<file path="config.mk">
export PLATFORM = sky130hd
export DESIGN_NAME = fixed_partition_first_fit
export DESIGN_NICKNAME = d
export VERILOG_FILES = /design/src/ffp_pkg.sv /design/src/fixed_partition_first_fit.sv /design/src/ffp_ram.sv
export SDC_FILE = /design/constraint.sdc
export NUM_CORES = 1
export LEC_CHECK = 0
export BUFFER_PORTS_ARGS = -buffer_cell sky130_fd_sc_hd__buf_4
export CORE_UTILIZATION = 54
export CTS_CLUSTER_DIAMETER = 40
export DETAILED_ROUTE_END_ITERATION = 6
export GPL_ROUTABILITY_DRIVEN = 1
export GPL_TIMING_DRIVEN = 0
export PLACE_DENSITY = 0.76
export SETUP_SLACK_MARGIN = 0.3
export SYNTH_ARGS = -nofsm -noshare
export SYNTH_HDL_FRONTEND = slang
export SYNTH_SLANG_ARGS = --single-unit
</file>
<file path="constraint.sdc">
create_clock -name clk -period 5.6 [get_ports clk]
set_clock_uncertainty 0.15 [all_clocks]
set_input_delay 0.28 -clock clk [delete_from_list [all_inputs] [get_ports clk]]
set_output_delay 0.28 -clock clk [all_outputs]
set_load 0.01 [all_outputs]
</file>
<file path="src/ffp_pkg.sv">
`default_nettype none

package ffp_pkg;

  // Partition table geometry
  localparam int NUM_PARTS = 4;
  localparam int IDX_W     = (NUM_PARTS > 1) ? $clog2(NUM_PARTS) : 1;
  localparam int CNT_W     = $clog2(NUM_PARTS + 1);

  // Fixed field widths
  localparam int ID_W     = 16;
  localparam int SIZE_W   = 16;
  localparam int OP_W     = 2;
  localparam int STAT_W   = 2;
  localparam int PIDX_W   = 2;
  localparam int CFG_IX_W = 3;
  localparam int CFG_D_W  = 16;
  localparam int PIU_W    = 3;

  // Opcodes
  localparam logic [OP_W-1:0] OP_ALLOC = 2'd0;
  localparam logic [OP_W-1:0] OP_FREE  = 2'd1;
  localparam logic [OP_W-1:0] OP_READ  = 2'd2;

  // Result status codes
  localparam logic [STAT_W-1:0] ST_DONE      = 2'd0;
  localparam logic [STAT_W-1:0] ST_EXCEED    = 2'd1;
  localparam logic [STAT_W-1:0] ST_NO_FIT    = 2'd2;
  localparam logic [STAT_W-1:0] ST_NOT_FOUND = 2'd3;

  // Configuration register indexes
  localparam logic [CFG_IX_W-1:0] CFG_TOTAL_CAP    = 3'd0;
  localparam logic [CFG_IX_W-1:0] CFG_PARTS_IN_USE = 3'd1;
  localparam logic [CFG_IX_W-1:0] CFG_SIZE_BASE    = 3'd2;

  // One entry of the partition table memory
  typedef struct packed {
    logic [ID_W-1:0]   owner;
    logic [SIZE_W-1:0] used;
  } ffp_entry_t;

  localparam int ENTRY_W = $bits(ffp_entry_t);

endpackage

`default_nettype wire

</file>
<file path="src/fixed_partition_first_fit.sv">
`default_nettype none

// Channel  Direction  Handshake              Payload
// in_      input      in_valid / in_ready    opcode, process_id, request_size, entry_index
// out_     output     out_valid / out_ready  status, partition_index, occupied, owner_id,
//                                            used_size
// cfg_     input      cfg_valid / cfg_ready  cfg_index, cfg_data
//
// An allocate or free probes partitions in order from index 0, 1 .. NUM_PARTS of them, each
// probe an address state (RD) then a memory read seen in CMP; its result then loads from DONE.
// A read in range probes its one entry; errors and unknown opcodes go straight to DONE.
// Reset empties every partition at once through per-entry valid bits; no clearing pass.
// A result waiting on out_ready holds the output register; the next transaction may be
// accepted and worked on meanwhile, and stalls only when it needs the output register.

module fixed_partition_first_fit (
  input  wire logic                          clk,
  input  wire logic                          rst_n,
  // input channel
  input  wire logic                          in_valid,
  output logic                               in_ready,
  input  wire logic [ffp_pkg::OP_W-1:0]      in_opcode,
  input  wire logic [ffp_pkg::ID_W-1:0]      in_process_id,
  input  wire logic [ffp_pkg::SIZE_W-1:0]    in_request_size,
  input  wire logic [ffp_pkg::PIDX_W-1:0]    in_entry_index,
  // result channel
  output logic                               out_valid,
  input  wire logic                          out_ready,
  output logic      [ffp_pkg::STAT_W-1:0]    out_status,
  output logic      [ffp_pkg::PIDX_W-1:0]    out_partition_index,
  output logic                               out_occupied,
  output logic      [ffp_pkg::ID_W-1:0]      out_owner_id,
  output logic      [ffp_pkg::SIZE_W-1:0]    out_used_size,
  // configuration channel
  input  wire logic                          cfg_valid,
  output logic                               cfg_ready,
  input  wire logic [ffp_pkg::CFG_IX_W-1:0]  cfg_index,
  input  wire logic [ffp_pkg::CFG_D_W-1:0]   cfg_data
);

  import ffp_pkg::*;

  // Sequencer: RD presents the probe address, CMP sees the entry and decides
  typedef enum logic [3:0] {
    S_IDLE = 4'b0001,
    S_RD   = 4'b0010,
    S_CMP  = 4'b0100,
    S_DONE = 4'b1000
  } state_t;

  state_t state_r, state_nxt;

  // Configuration registers
  logic [SIZE_W-1:0] total_cap_r;
  logic [PIU_W-1:0]  parts_in_use_r;
  logic [SIZE_W-1:0] part_size_r [NUM_PARTS];

  // Captured transaction
  logic [OP_W-1:0]   op_r, op_nxt;
  logic [ID_W-1:0]   pid_r, pid_nxt;
  logic [SIZE_W-1:0] req_r, req_nxt;
  logic [CNT_W-1:0]  count_r, count_nxt;
  logic [IDX_W-1:0]  ptr_r, ptr_nxt;

  // Result waiting for the output register
  logic [STAT_W-1:0] res_status_r, res_status_nxt;
  logic [PIDX_W-1:0] res_index_r, res_index_nxt;
  logic              res_occ_r, res_occ_nxt;
  logic [ID_W-1:0]   res_owner_r, res_owner_nxt;
  logic [SIZE_W-1:0] res_used_r, res_used_nxt;

  // Output register
  logic              out_valid_r, out_valid_nxt;
  logic [STAT_W-1:0] out_status_r;
  logic [PIDX_W-1:0] out_index_r;
  logic              out_occ_r;
  logic [ID_W-1:0]   out_owner_r;
  logic [SIZE_W-1:0] out_used_r;
  logic              out_load;

  // Owner valid bits: an entry not yet written reads as empty
  logic [NUM_PARTS-1:0] valid_r, valid_nxt;

  // Table memory port
  logic       ram_we;
  ffp_entry_t ram_wdata;
  ffp_entry_t ram_rdata;
  logic [ENTRY_W-1:0] ram_rdata_raw;

  logic [CNT_W-1:0]  search_n;
  logic [ID_W-1:0]   cur_owner;
  logic              last_probe;
  logic              idx_outside;

  ffp_ram #(
    .WIDTH (ENTRY_W),
    .DEPTH (NUM_PARTS),
    .ADDR_W(IDX_W)
  ) u_table (
    .clk  (clk),
    .we   (ram_we),
    .waddr(ptr_r),
    .wdata(ram_wdata),
    .raddr(ptr_r),
    .rdata(ram_rdata_raw)
  );

  assign ram_rdata = ram_rdata_raw;

  assign in_ready  = (state_r == S_IDLE);
  assign cfg_ready = 1'b1;

  // Clamp the search count to the table depth
  assign search_n = (parts_in_use_r > PIU_W'(NUM_PARTS)) ? CNT_W'(NUM_PARTS)
                                                         : CNT_W'(parts_in_use_r);

  assign cur_owner   = valid_r[ptr_r] ? ram_rdata.owner : '0;
  assign last_probe  = (CNT_W'(ptr_r) + CNT_W'(1)) == count_r;
  assign idx_outside = ({1'b0, in_entry_index} >= (PIDX_W + 1)'(NUM_PARTS));

  assign out_load = (state_r == S_DONE) && (!out_valid_r || out_ready);

  always_comb begin
    state_nxt      = state_r;
    op_nxt         = op_r;
    pid_nxt        = pid_r;
    req_nxt        = req_r;
    count_nxt      = count_r;
    ptr_nxt        = ptr_r;
    res_status_nxt = res_status_r;
    res_index_nxt  = res_index_r;
    res_occ_nxt    = res_occ_r;
    res_owner_nxt  = res_owner_r;
    res_used_nxt   = res_used_r;
    valid_nxt      = valid_r;
    ram_we         = 1'b0;
    ram_wdata      = '{owner: pid_r, used: req_r};

    unique case (state_r)
      S_IDLE: begin
        if (in_valid) begin
          op_nxt         = in_opcode;
          pid_nxt        = in_process_id;
          req_nxt        = in_request_size;
          count_nxt      = search_n;
          ptr_nxt        = '0;
          res_status_nxt = ST_DONE;
          res_index_nxt  = '0;
          res_occ_nxt    = 1'b0;
          res_owner_nxt  = '0;
          res_used_nxt   = '0;
          state_nxt      = S_DONE;
          // Settle errors and trivial cases at acceptance; probe the table otherwise
          priority if (in_opcode == OP_ALLOC && in_request_size >= total_cap_r) begin
            res_status_nxt = ST_EXCEED;
          end else if (in_opcode == OP_ALLOC && search_n == '0) begin
            res_status_nxt = ST_NO_FIT;
          end else if (in_opcode == OP_FREE && search_n == '0) begin
            res_status_nxt = ST_NOT_FOUND;
          end else if (in_opcode == OP_ALLOC || in_opcode == OP_FREE) begin
            state_nxt = S_RD;
          end else if (in_opcode == OP_READ) begin
            res_index_nxt = in_entry_index;
            if (!idx_outside) begin
              ptr_nxt   = IDX_W'(in_entry_index);
              state_nxt = S_RD;
            end
          end else begin
            // unknown opcode: all-zero result
          end
        end
      end

      S_RD: begin
        state_nxt = S_CMP;
      end

      S_CMP: begin
        state_nxt = S_DONE;
        priority if (op_r == OP_ALLOC) begin
          if (req_r < part_size_r[ptr_r] && cur_owner == '0) begin
            ram_we           = 1'b1;
            ram_wdata        = '{owner: pid_r, used: req_r};
            valid_nxt[ptr_r] = 1'b1;
            res_index_nxt    = PIDX_W'(ptr_r);
          end else if (last_probe) begin
            res_status_nxt = ST_NO_FIT;
          end else begin
            ptr_nxt   = ptr_r + IDX_W'(1);
            state_nxt = S_RD;
          end
        end else if (op_r == OP_FREE) begin
          if (cur_owner == pid_r) begin
            // keep the used size, drop the owner
            ram_we           = 1'b1;
            ram_wdata        = '{owner: '0, used: ram_rdata.used};
            valid_nxt[ptr_r] = 1'b1;
            res_index_nxt    = PIDX_W'(ptr_r);
          end else if (last_probe) begin
            res_status_nxt = ST_NOT_FOUND;
          end else begin
            ptr_nxt   = ptr_r + IDX_W'(1);
            state_nxt = S_RD;
          end
        end else begin
          // read: an empty partition shows nothing
          if (cur_owner != '0) begin
            res_occ_nxt   = 1'b1;
            res_owner_nxt = cur_owner;
            res_used_nxt  = ram_rdata.used;
          end
        end
      end

      S_DONE: begin
        if (out_load) begin
          state_nxt = S_IDLE;
        end
      end

      default: begin
        state_nxt = S_IDLE;
      end
    endcase
  end

  // Output valid: set on load, drop once taken
  always_comb begin
    out_valid_nxt = out_valid_r;
    if (out_load) begin
      out_valid_nxt = 1'b1;
    end else if (out_ready) begin
      out_valid_nxt = 1'b0;
    end
  end

  // Control state
  always_ff @(posedge clk) begin
    if (!rst_n) begin
      state_r     <= S_IDLE;
      valid_r     <= '0;
      out_valid_r <= 1'b0;
    end else begin
      state_r     <= state_nxt;
      valid_r     <= valid_nxt;
      out_valid_r <= out_valid_nxt;
    end
  end

  // Configuration registers; writes beyond the list are dropped
  always_ff @(posedge clk) begin
    if (!rst_n) begin
      total_cap_r    <= '1;
      parts_in_use_r <= PIU_W'(4);
      for (int i = 0; i < NUM_PARTS; i++) begin
        part_size_r[i] <= '0;
      end
    end else if (cfg_valid) begin
      if (cfg_index == CFG_TOTAL_CAP) begin
        total_cap_r <= cfg_data;
      end
      if (cfg_index == CFG_PARTS_IN_USE) begin
        parts_in_use_r <= cfg_data[PIU_W-1:0];
      end
      for (int i = 0; i < NUM_PARTS; i++) begin
        if (cfg_index == CFG_SIZE_BASE + CFG_IX_W'(i)) begin
          part_size_r[i] <= cfg_data;
        end
      end
    end
  end

  // Payload registers
  always_ff @(posedge clk) begin
    op_r         <= op_nxt;
    pid_r        <= pid_nxt;
    req_r        <= req_nxt;
    count_r      <= count_nxt;
    ptr_r        <= ptr_nxt;
    res_status_r <= res_status_nxt;
    res_index_r  <= res_index_nxt;
    res_occ_r    <= res_occ_nxt;
    res_owner_r  <= res_owner_nxt;
    res_used_r   <= res_used_nxt;
    if (out_load) begin
      out_status_r <= res_status_r;
      out_index_r  <= res_index_r;
      out_occ_r    <= res_occ_r;
      out_owner_r  <= res_owner_r;
      out_used_r   <= res_used_r;
    end
  end

  assign out_valid           = out_valid_r;
  assign out_status          = out_status_r;
  assign out_partition_index = out_index_r;
  assign out_occupied        = out_occ_r;
  assign out_owner_id        = out_owner_r;
  assign out_used_size       = out_used_r;

endmodule

`default_nettype wire

</file>
<file path="src/ffp_ram.sv">
`default_nettype none

module ffp_ram #(
  parameter int WIDTH  = 32,
  parameter int DEPTH  = 4,
  parameter int ADDR_W = (DEPTH > 1) ? $clog2(DEPTH) : 1
) (
  input  wire logic              clk,
  input  wire logic              we,
  input  wire logic [ADDR_W-1:0] waddr,
  input  wire logic [WIDTH-1:0]  wdata,
  input  wire logic [ADDR_W-1:0] raddr,
  output logic      [WIDTH-1:0]  rdata
);

  logic [WIDTH-1:0] mem [DEPTH];

  always_ff @(posedge clk) begin
    if (we) begin
      mem[waddr] <= wdata;
    end
    rdata <= mem[raddr];
  end

endmodule

`default_nettype wire
</file>
==> flow_summary.yaml, run 1 <==
yosys:
  ys_warn_count: 0
  synth.distinct_cells: 61
  ys_seq_area_share_pct: 71.16
  synth_nets: 975
  synth_area_um2: 14620
  synth_area_leaders: "edfxtp_1 (63%), dfxtp_1 (8.5%), mux4_2 (7.6%)"
  synth_edf_count: 305
  yosysTopAreaCell: "edfxtp_1"
  ys.flop_type: "edfxtp_1"
  synth_top_area_share_pct: 62.67
  syn_inst: 880
  syn_avg_cell_area_um2: 16.61
  async_flop_share_pct: 0
  ys_ff_latch: 367
finish:
  design_area_um2: 18050
  antenna_cells: 0
  area_growth_pct: 23.53
  layout.nets: 1178
  layout.cells.non_filler: 1451
  drive_gt1_share_pct: 24.10
critical_path:
  crit_chain: "buf_2 -> buf_1 -> mux4_2 -> inv_1 -> ha_1 -> a211oi_1 -> o221ai_1 -> o2111ai_1 -> o2111a_1 -> a41oi_2 -> nor2_4 -> buf_12"
  cp-start-kind: "register"
  cpMaxStageDelayCell: "buf_1"
  critPathBufInv: 4
  critical_path_peak_fanout: 25
  critPathMaxStageDelay_ns: 0.71
  cp_top_family: "buffers and inverters"
  end_kind: "register"
  crit_type: "reg2reg"
  critPathRequiredTime_ns: 5.66
  crit_arrival_ns: 4.59
timing:
  slew_headroom_pct: 6.988
  setup_viol: 0
  rsz0062_at_grt: "no"
  period_share_pct: 80.79
  hold_viol: 0
  worst-slew-pin-transition_ns: 1.377
  slew_violations: 0
  min_period_ns: 4.524
  fmax_ghz: 0.2210
  setup-tns-final_ns: 0
global_routing:
  grt_pass1_vias: 8648
  grt_usage_pct: 22.38
  antenna_found_initial: 0
  grt_pass1_wl_um: 47480
  grt_max_degree: 39
  grt_overflow_total: 0
die:
  io_pins: 100
  core_um2: 26280
  rows: 59
  die_width_um: 166.5
  die_area_um2: 27730
  die_h_um: 166.5
  start_util_pct: 55.61
cts:
  numCtsBuffers: 42
  postCtsSetupRepairBufs: 0
  cts.sinks: 367
  tritoncts: "yes"
  hold_buffers: 53
  insertion_delay_ns: 0.54
  cts_resized: 0
  cts_buffer_depth: 3
  clk_pin_slew_ns: 0.06
  htreeDepth: 2
  root_buffer: "clkbuf_16"
detailed_routing:
  wl_um: 30120
  route.antenna.remaining_nets: 0
  vias: 8245
  firstDrtPassIters: 7
  wl_per_cell_um: 20.76
  drt_iter0_drc: 731
  viasPerCell: 5.682
  drcViolationCount: 12
power_and_ir_drop:
  p_leak_nw: 6.749
  power_density_nw_per_um2: 364.5
  peakVddDrop_uv: 308.0
placed_design:
  port_buffers: 97
  dpl.hpwl_um: 19610
  place_area_um2: 15990
  post-place-cells: 1321
  gp_congestion: 0.8232
run_status:
  outcome: "complete, but fails checks"
  violations: "design-rule violations"
job:
  drv_cap: 0
worst_hold_path:
  worstHoldPathType: "in2reg"
  min_from: "rst_n"
==> kinds of logic after synthesis <==
kind of cell / Yosys count / share of synthesized area (%)
buf+inv: 78 / 2.243
mux: 71 / 9.571
simple gates: 221 / 8.561
fa+ha+maj: 35 / 2.996
compound gates: 92 / 4.546
xor+xnor: 15 / 0.8989
flops: 367 / 71.16
other cells: 1 / 0.02566
==> sequential cells by signal (all words and copies together), names as in the netlist, 16 cells and up, named ones only <==
| register | count |
|---|---|
| res_owner_r | 16 |
| total_cap_r | 16 |
| req_r | 16 |
| res_used_r | 16 |
| u_table.rdata | 32 |
| u_table.mem | 128 |
| out_used_size | 16 |
| part_size_r | 64 |
| pid_r | 16 |
| out_owner_id | 16 |
==> cell usage after synthesis, drive strengths merged (2+ instances only) <==
| cell | count |
|---|---|
| edfxtp | 305 |
| and2 | 98 |
| dfxtp | 62 |
| mux4 | 49 |
| inv | 42 |
| nand2 | 37 |
| ha | 35 |
| clkbuf | 26 |
| nor2 | 21 |
| o21ai | 21 |
| mux2 | 18 |
| and3 | 17 |
| o211ai | 17 |
| xor2 | 12 |
| a21oi | 11 |
| buf | 10 |
| nand2b | 9 |
| nand3b | 7 |
| o21a | 7 |
| a211oi | 6 |
| nor2b | 6 |
| nor3 | 6 |
| nor4 | 5 |
| mux2i | 4 |
| nand3 | 4 |
| nand4 | 4 |
| a211o | 3 |
| a21o | 3 |
| o22ai | 3 |
| xnor2 | 3 |
| a22oi | 2 |
| a31oi | 2 |
| a41oi | 2 |
| o221ai | 2 |
| o311ai | 2 |
| o31ai | 2 |
| or3 | 2 |
==> power breakdown <==
part	leakage (nW)	switching (W)	internal, W	total, W
combinational	2.64	0.000243	0.000221	0.000464
clock	0.751	0.00110	0.00187	0.00297
sequential	3.36	0.0000677	0.00308	0.00315
total	6.75	0.00141	0.00517	0.00658
==> final cells by class <==
| type | instances | area (um^2) |
|---|---|---|
| repair buffers | 159 | 1424 |
| clock inverters | 28 | 414.1 |
| flip-flops and latches | 367 | 10400 |
| fillers | 1724 | 8225 |
| multi-input cells | 435 | 3951 |
| inverters | 42 | 157.7 |
| plain buffers | 36 | 170.2 |
| clock buffers | 49 | 1119 |
| well taps | 335 | 419.2 |
==> path summary, 6_finish.rpt <==
check	to	slack, ns	cells after the start
setup / recovery	u_table.mem[1][19]	1.08	12
hold / removal	state_r[0]	0.003	2
setup reg to reg	u_table.mem[1][19]	1.08	12
hold reg to reg	out_used_size[12]	0.27	0
==> through the flow <==
| stage | worst slack [ns] | hold WS [ns] | power, W | utilization [%] |
|---|---|---|---|---|
| after floorplan | 0.9339 | 0.2289 | 0.003454 | - |
| after global placement | -0.8318 | 0.2519 | 0.003604 | 59.98 |
| after detailed placement | 1.039 | 0.2545 | 0.003633 | 60.85 |
| after CTS | 0.9994 | 0.01360 | 0.006611 | 68.70 |
| after global routing | 0.7821 | 0.06212 | 0.006768 | 68.70 |
| final | 1.076 | 0.003254 | 0.006582 | 68.70 |
==> cell usage in the layout, fill, tap and decap left out, types with 5 or more instances in the layout <==
cell type / synthesis / routed
ha_1: 35 / 35
o211ai_1: 17 / 17
edfxtp_1: 305 / 305
nor3_1: 6 / 6
inv_1: 42 / 41
clkinv_2: 0 / 5
buf_12: 0 / 6
mux4_2: 49 / 49
o21a_1: 7 / 7
nand2b_1: 9 / 9
clkbuf_1: 26 / 30
nor2_1: 21 / 17
inv_6: 0 / 6
bufinv_16: 0 / 9
mux2_4: 14 / 14
xor2_1: 12 / 12
nand2_1: 36 / 36
nor2b_1: 6 / 5
and2_1: 98 / 98
buf_4: 1 / 98
dfxtp_1: 62 / 62
clkbuf_16: 0 / 43
dlygate4sd3_1: 0 / 53
a21oi_1: 10 / 10
clkinv_4: 0 / 5
o21ai_0: 21 / 16
a211oi_1: 6 / 6
nand3b_1: 7 / 7
and3_1: 17 / 17
nor4_1: 5 / 5
==> worst reg2reg max path, delay by kind of cell (launching register included) <==
| kind | cells | cell delay (ns) |
|---|---|---|
| mux | 1 | 0.61 |
| fa+ha+maj | 1 | 0.24 |
| flops | 1 | 0.31 |
| buf+inv | 4 | 1.28 |
| compound gates | 5 | 1.13 |
| simple gates | 1 | 0.47 |
==> metal layers <==
metal  global-route usage (%)  up-vias  routed length [um]
met5                        0        -                   0
met4                    7.770        0                 843
met3                    4.111       57                1814
met2                    37.92      292               14800
met1                    29.17     4132               12660
li1                         -     3764                   -
(Power assumes the default switching activity.)
==> run 2: changes to the inputs <==
- clock period: 5.6 -> 4.6 ns (I/O delays scaled with it)
==> run 2 against run 1 <==
The run still ends with design-rule violations left. Clock-buffer cell count unchanged. First-iteration DRC count decreased by 3.6%. Power increased by 22%. Non-clock buffer count increased by 5. Global-route usage increased by 0.10 points. Fmax increased by 13%. Combinational power increased by 23%. Register-to-register slack got worse by 0.49 ns. Routed wire length increased by 0.40%. Cell area increased by 0.34%. Via count about the same. Hold slack improved by 0.015 ns. Critical endpoint is now u_table.mem[2][9].
==> flow_summary.yaml, run 2 (synthesis results as in run 1) <==
detailed_routing:
  wl_per_cell_um: 20.77
  routedLengthMet1_um: 12770
  wl_um: 30240
  route.antenna.remaining_nets: 0
  met2_wirelength_um: 14840
  wl_met3_um: 1820
  firstDrtPassIters: 7
  drcViolationCount: 12
  drt_iter0_drc: 705
  maxUsedRoutingLayer: "met4"
  vias: 8244
  viasPerCell: 5.662
placed_design:
  gp_congestion: 0.8232
  dp_slack_ns: 0.03899
  place_area_um2: 15990
  dpl.hpwl_um: 19610
  port_buffers: 97
finish:
  reg.largest.list: "u_table.mem (128), part_size_r (64), u_table.rdata (32)"
  drive_gt1_share_pct: 24.35
  final_common_cell: "edfxtp_1"
  antenna_cells: 0
  design_area_um2: 18120
  final_cell_mix: "edfxtp_1 (305), buf_4 (100), and2_1 (98), dfxtp_1 (62), dlygate4sd3_1 (56)"
  num-fill-cells: 1716
  largest-register: "u_table.mem"
  largest_reg_flops: 128
  area_growth_pct: 23.95
  fin_util_pct: 68.93
  layout.nets: 1183
global_routing:
  grt_pass1_wl_um: 47670
  grt_max_degree: 39
  grt_overflow_total: 0
  grt_usage_pct: 22.48
  grt_pass1_vias: 8701
  antenna_found_initial: 0
run_status:
  violations: "design-rule violations"
  outcome: "complete, but fails checks"
timing:
  setup-tns-final_ns: 0
  worst_slack_ns: 0.5839
  hold_viol: 0
  worst-slew-pin-transition_ns: 1.268
  period_share_pct: 87.31
  rsz0062_at_grt: "no"
  min_period_ns: 4.016
  fmax_ghz: 0.2490
  hold_ws_ns: 0.01861
  slew_headroom_pct: 14.35
  slew_violations: 0
  setup_viol: 0
cts:
  root_buffer: "clkbuf_16"
  cts.sinks: 367
  numCtsBuffers: 42
  cts_buffer_depth: 3
  tritoncts: "yes"
  insertion_delay_ns: 0.54
  clk_pin_slew_ns: 0.06
  htreeDepth: 2
critical_path:
  cp-start-kind: "register"
  end_kind: "register"
  critPathBufInv: 4
  crit_chain: "buf_2 -> clkbuf_4 -> mux4_2 -> inv_1 -> ha_1 -> a211oi_1 -> o221ai_1 -> o2111ai_1 -> o2111a_1 -> a41oi_4 -> nor2_4 -> buf_12"
  critPathMaxStageDelay_ns: 0.54
  critPathRequiredTime_ns: 4.66
  crit_type: "reg2reg"
  critical_path_peak_fanout: 26
  crit_arrival_ns: 4.08
  cpMaxStageDelayCell: "mux4_2"
  cp_top_family: "compound AO/OA/AOI/OAI gates"
die:
  rows: 59
  die_h_um: 166.5
  core_um2: 26280
  die_width_um: 166.5
  start_util_pct: 55.61
  die_area_um2: 27730
  io_pins: 100
power_and_ir_drop:
  peakVddDrop_uv: 375.2
  power_density_nw_per_um2: 442.7
  p_leak_nw: 6.784
worst_hold_path:
  worstHoldPathType: "in2reg"
job:
  drv_cap: 0
-- run 2: cell type report --
class	count	area, um^2	area share, %
buffer	36	175.2	0.9669
sequential	367	10400	57.41
multi-input combinational	435	3963	21.87
timing repair buffer	164	1469	8.108
inverter	42	157.7	0.8702
tap	335	419.2	2.314
clock inverter	28	414.1	2.286
clock buffer	49	1119	6.174
-- run 2: timing repair --
| item | in CTS | in global routing |
|---|---|---|
| endpoints found under the setup margin | 127 | 63 |
| gates resized for setup | 3 | 4 |
| pin swaps | 1 | 0 |
| hold buffers | 56 | 0 |
| buffers inserted | 2 | 0 |
| hold endpoints to repair | 125 | 0 |
| gates cloned | 0 | 0 |
-- run 2: report_power, final --
part	internal [W]	total (W)	switching, W	leakage, nW
combinational	0.000273	0.000571	0.000299	2.67
sequential	0.00375	0.00383	0.0000818	3.36
clock	0.00228	0.00362	0.00134	0.751
total	0.00630	0.00802	0.00172	6.78
-- run 2: final timing paths --
check	startpoint	to	slack [ns]	cells past startpoint
worst max register to register	register	u_table.mem[2][9]	0.58	12
worst min register to register	res_used_r[8]	out_used_size[8]	0.27	0
worst min-delay path	in_valid	state_r[0]	0.02	4
worst max-delay path	register	u_table.mem[2][9]	0.58	12
-- run 2: per-layer routing --
metal | track usage, % | up-vias
met3 | 4.159 | 57
met5 | 0 | -
met1 | 29.10 | 4118
met2 | 38.33 | 298
li1 | - | 3771
met4 | 7.729 | 0
-- run 2: stage by stage --
step / instances / power (W)
after floorplan: 880 / 0.004205
after global placement: 1312 / 0.004388
after detailed placement: 1321 / 0.004423
after CTS: 1456 / 0.008050
after global routing: 1456 / 0.008244
final: 1456 / 0.008021
-- run 2: tightest hold or removal path, cell delays in order --
cell and delay (ns):
buf_4 0.08, a31oi_1 0.07, nor2_1 0.11, o21ai_0 0.13
==> run 3: changes to the inputs <==
- GPL_ROUTABILITY_DRIVEN: 1 -> 0
- PLACE_DENSITY: 0.76 -> 0.79
- clock period: 4.6 -> 3.2 ns (I/O delays scaled with it)
==> run 3 against run 2 <==
Non-clock buffer count grew 38. First-iteration DRC count up 12%. Sequential power rose by 44%. Via count up 3.8%. Critical endpoint is now valid_r[0]. Highest routed layer unchanged. Critical path depth rose by 2. The run ends with design-rule violations, negative setup slack left. Largest power group unchanged.
==> flow_summary.yaml, run 3 (synthesis results as in run 1) <==
cts:
  numCtsBuffers: 42
  insertion_delay_ns: 0.53
  cts.sinks: 367
  cts_buffer_depth: 3
  tritoncts: "yes"
  clk_pin_slew_ns: 0.06
  htreeDepth: 2
  root_buffer: "clkbuf_16"
worst_hold_path:
  worstHoldPathType: "in2reg"
run_status:
  outcome: "complete, but fails checks"
  violations: "design-rule violations, negative setup slack"
die:
  die_area_um2: 27730
  core_um2: 26280
  die_width_um: 166.5
  die_h_um: 166.5
  start_util_pct: 55.61
  io_pins: 100
  rows: 59
critical_path:
  rrSetupSlack_ns: -0.05
  r2r_end: "valid_r[0]"
  crit_type: "reg2reg"
  critPathRequiredTime_ns: 3.45
  critical_path_peak_fanout: 5
  end_kind: "register"
  rr_worst_depth: 14
  cp-start-kind: "register"
  crit_arrival_ns: 3.50
  worstSetupEndpoint: "valid_r[0]"
power_and_ir_drop:
  peakVddDrop_uv: 501.1
  p_clk_share_pct: 42.4
  p_comb_share_pct: 8.9
  power_density_nw_per_um2: 601.6
  p_int_w: 0.008787
  p_sw_share_pct: 22.40
  p_sw_w: 0.002537
  p_total_w: 0.01132
  p_leak_nw: 7.052
  sequentialPowerShare_pct: 48.7
finish:
  largest_reg_flops: 128
  layout.nets: 1226
  layout.cells.non_filler: 1499
  final_common_cell: "edfxtp_1"
  largest-register: "u_table.mem"
  antenna_cells: 0
  area_growth_pct: 28.80
  reg.largest.list: "u_table.mem (128), part_size_r (64), u_table.rdata (32)"
  drive_gt1_share_pct: 30.58
  num-fill-cells: 1552
  final_cell_mix: "edfxtp_1 (305), buf_4 (109), and2_1 (81), dfxtp_1 (61), dlygate4sd3_1 (60)"
  fin_util_pct: 71.63
  design_area_um2: 18820
detailed_routing:
  firstDrtPassIters: 7
  drt_iter0_drc: 789
  vias: 8556
  route.antenna.remaining_nets: 0
  viasPerCell: 5.708
  wl_per_cell_um: 22.46
  wl_um: 33670
  drcViolationCount: 8
timing:
  worst-slew-pin-transition_ns: 0.9741
  setup_viol: 70
  slew_headroom_pct: 35.06
  period_share_pct: 101.5
  rsz0062_at_grt: "yes"
  slew_violations: 0
  hold_viol: 0
  min_period_ns: 3.247
  worst_slack_ns: -0.04673
  setup-tns-final_ns: -1.202
  fmax_ghz: 0.3080
global_routing:
  grt_pass1_wl_um: 49910
  grt_pass1_vias: 8596
  antenna_found_initial: 0
  grt_overflow_total: 0
  grt_max_degree: 39
  grt_usage_pct: 23.92
placed_design:
  dpl.hpwl_um: 19420
  place_area_um2: 16010
  port_buffers: 97
  post-place-cells: 1318
job:
  drv_cap: 0
-- run 3: changes by cell type in the layout (fill, tap and decap cells not counted), moves of 5 or more --
cell	before	now
and2_1	98	81
and2_4	0	17
buf_6	4	17
buf_4	100	109
inv_1	41	33
inv_2	1	9
buf_8	3	9
ha_1	35	29
ha_4	0	6
bufinv_16	9	4
clkinv_4	5	0
-- run 3: timing repair --
item / in CTS / in global routing
hold endpoints to repair: 130 / 0
gates cloned: 6 / 3
buffers inserted: 23 / 12
hold buffers: 60 / 0
gates resized for setup: 49 / 51
pin swaps: 19 / 16
setup endpoints to repair: 270 / 270
-- run 3: worst max-delay path, cell delays in order, from the launching register on --
cell and delay, ns:
dfxtp_2 0.34, buf_12 0.13, buf_12 0.13, mux4_2 0.53, inv_2 0.09, ha_4 0.13, nand3_2 0.10, o221ai_2 0.22
o2111ai_2 0.15, o2111a_2 0.23, a41oi_4 0.34, buf_12 0.18, nor2_4 0.06, buf_6 0.16, o21a_1 0.18
-- run 3: stage by stage --
stage	worst slack [ns]	hold slack (ns)
final	-0.04673	0.1634
after global routing	-0.1392	0.1955
after CTS	-0.01355	0.1442
after detailed placement	-0.8905	0.1893
after global placement	-0.8038	0.1885
after floorplan	0.04624	0.1089
-- run 3: how the worst min path moves through the flow --
stage                               to              start  cells after the start  slack (ns)
floorplan                      op_r[0]       in_opcode[0]                      0        0.11
global placement             pid_r[14]  in_process_id[14]                      1        0.19
detailed placement            pid_r[7]   in_process_id[7]                      1        0.19
CTS                  parts_in_use_r[1]       cfg_index[0]                      5        0.14
global route        part_size_r[3][13]       cfg_index[0]                      3        0.20
finish               part_size_r[3][4]       cfg_index[0]                      3        0.16
-- run 3: cell type report --
type	count	area, um^2	share of cell area, %
inverters	42	157.7	0.8375
flip-flops and latches	367	10400	55.25
multi-input cells	440	4278	22.73
clock inverters	21	236.5	1.256
clock buffers	56	1155	6.135
repair buffers	202	1932	10.26
plain buffers	36	245.2	1.303
well taps	335	419.2	2.227
-- run 3: power groups by stage --
stage | registers, W | clock network [W] | logic, W
final | 0.00551 | 0.00480 | 0.00101
after global routing | 0.00553 | 0.00502 | 0.00109
after CTS | 0.00550 | 0.00481 | 0.000945
after detailed placement | 0.00560 | 0 | 0.000781
after global placement | 0.00560 | 0 | 0.000739
after floorplan | 0.00555 | 0 | 0.000523
-- run 3: layer usage --
metal | track usage [%] | part of all wire, % | up-vias
li1 | - | - | 3862
met1 | 31.05 | 39 | 4234
met2 | 41.61 | 51 | 390
met3 | 3.541 | 6.9 | 70
met4 | 7.689 | 2.8 | 0
met5 | 0 | 0 | -
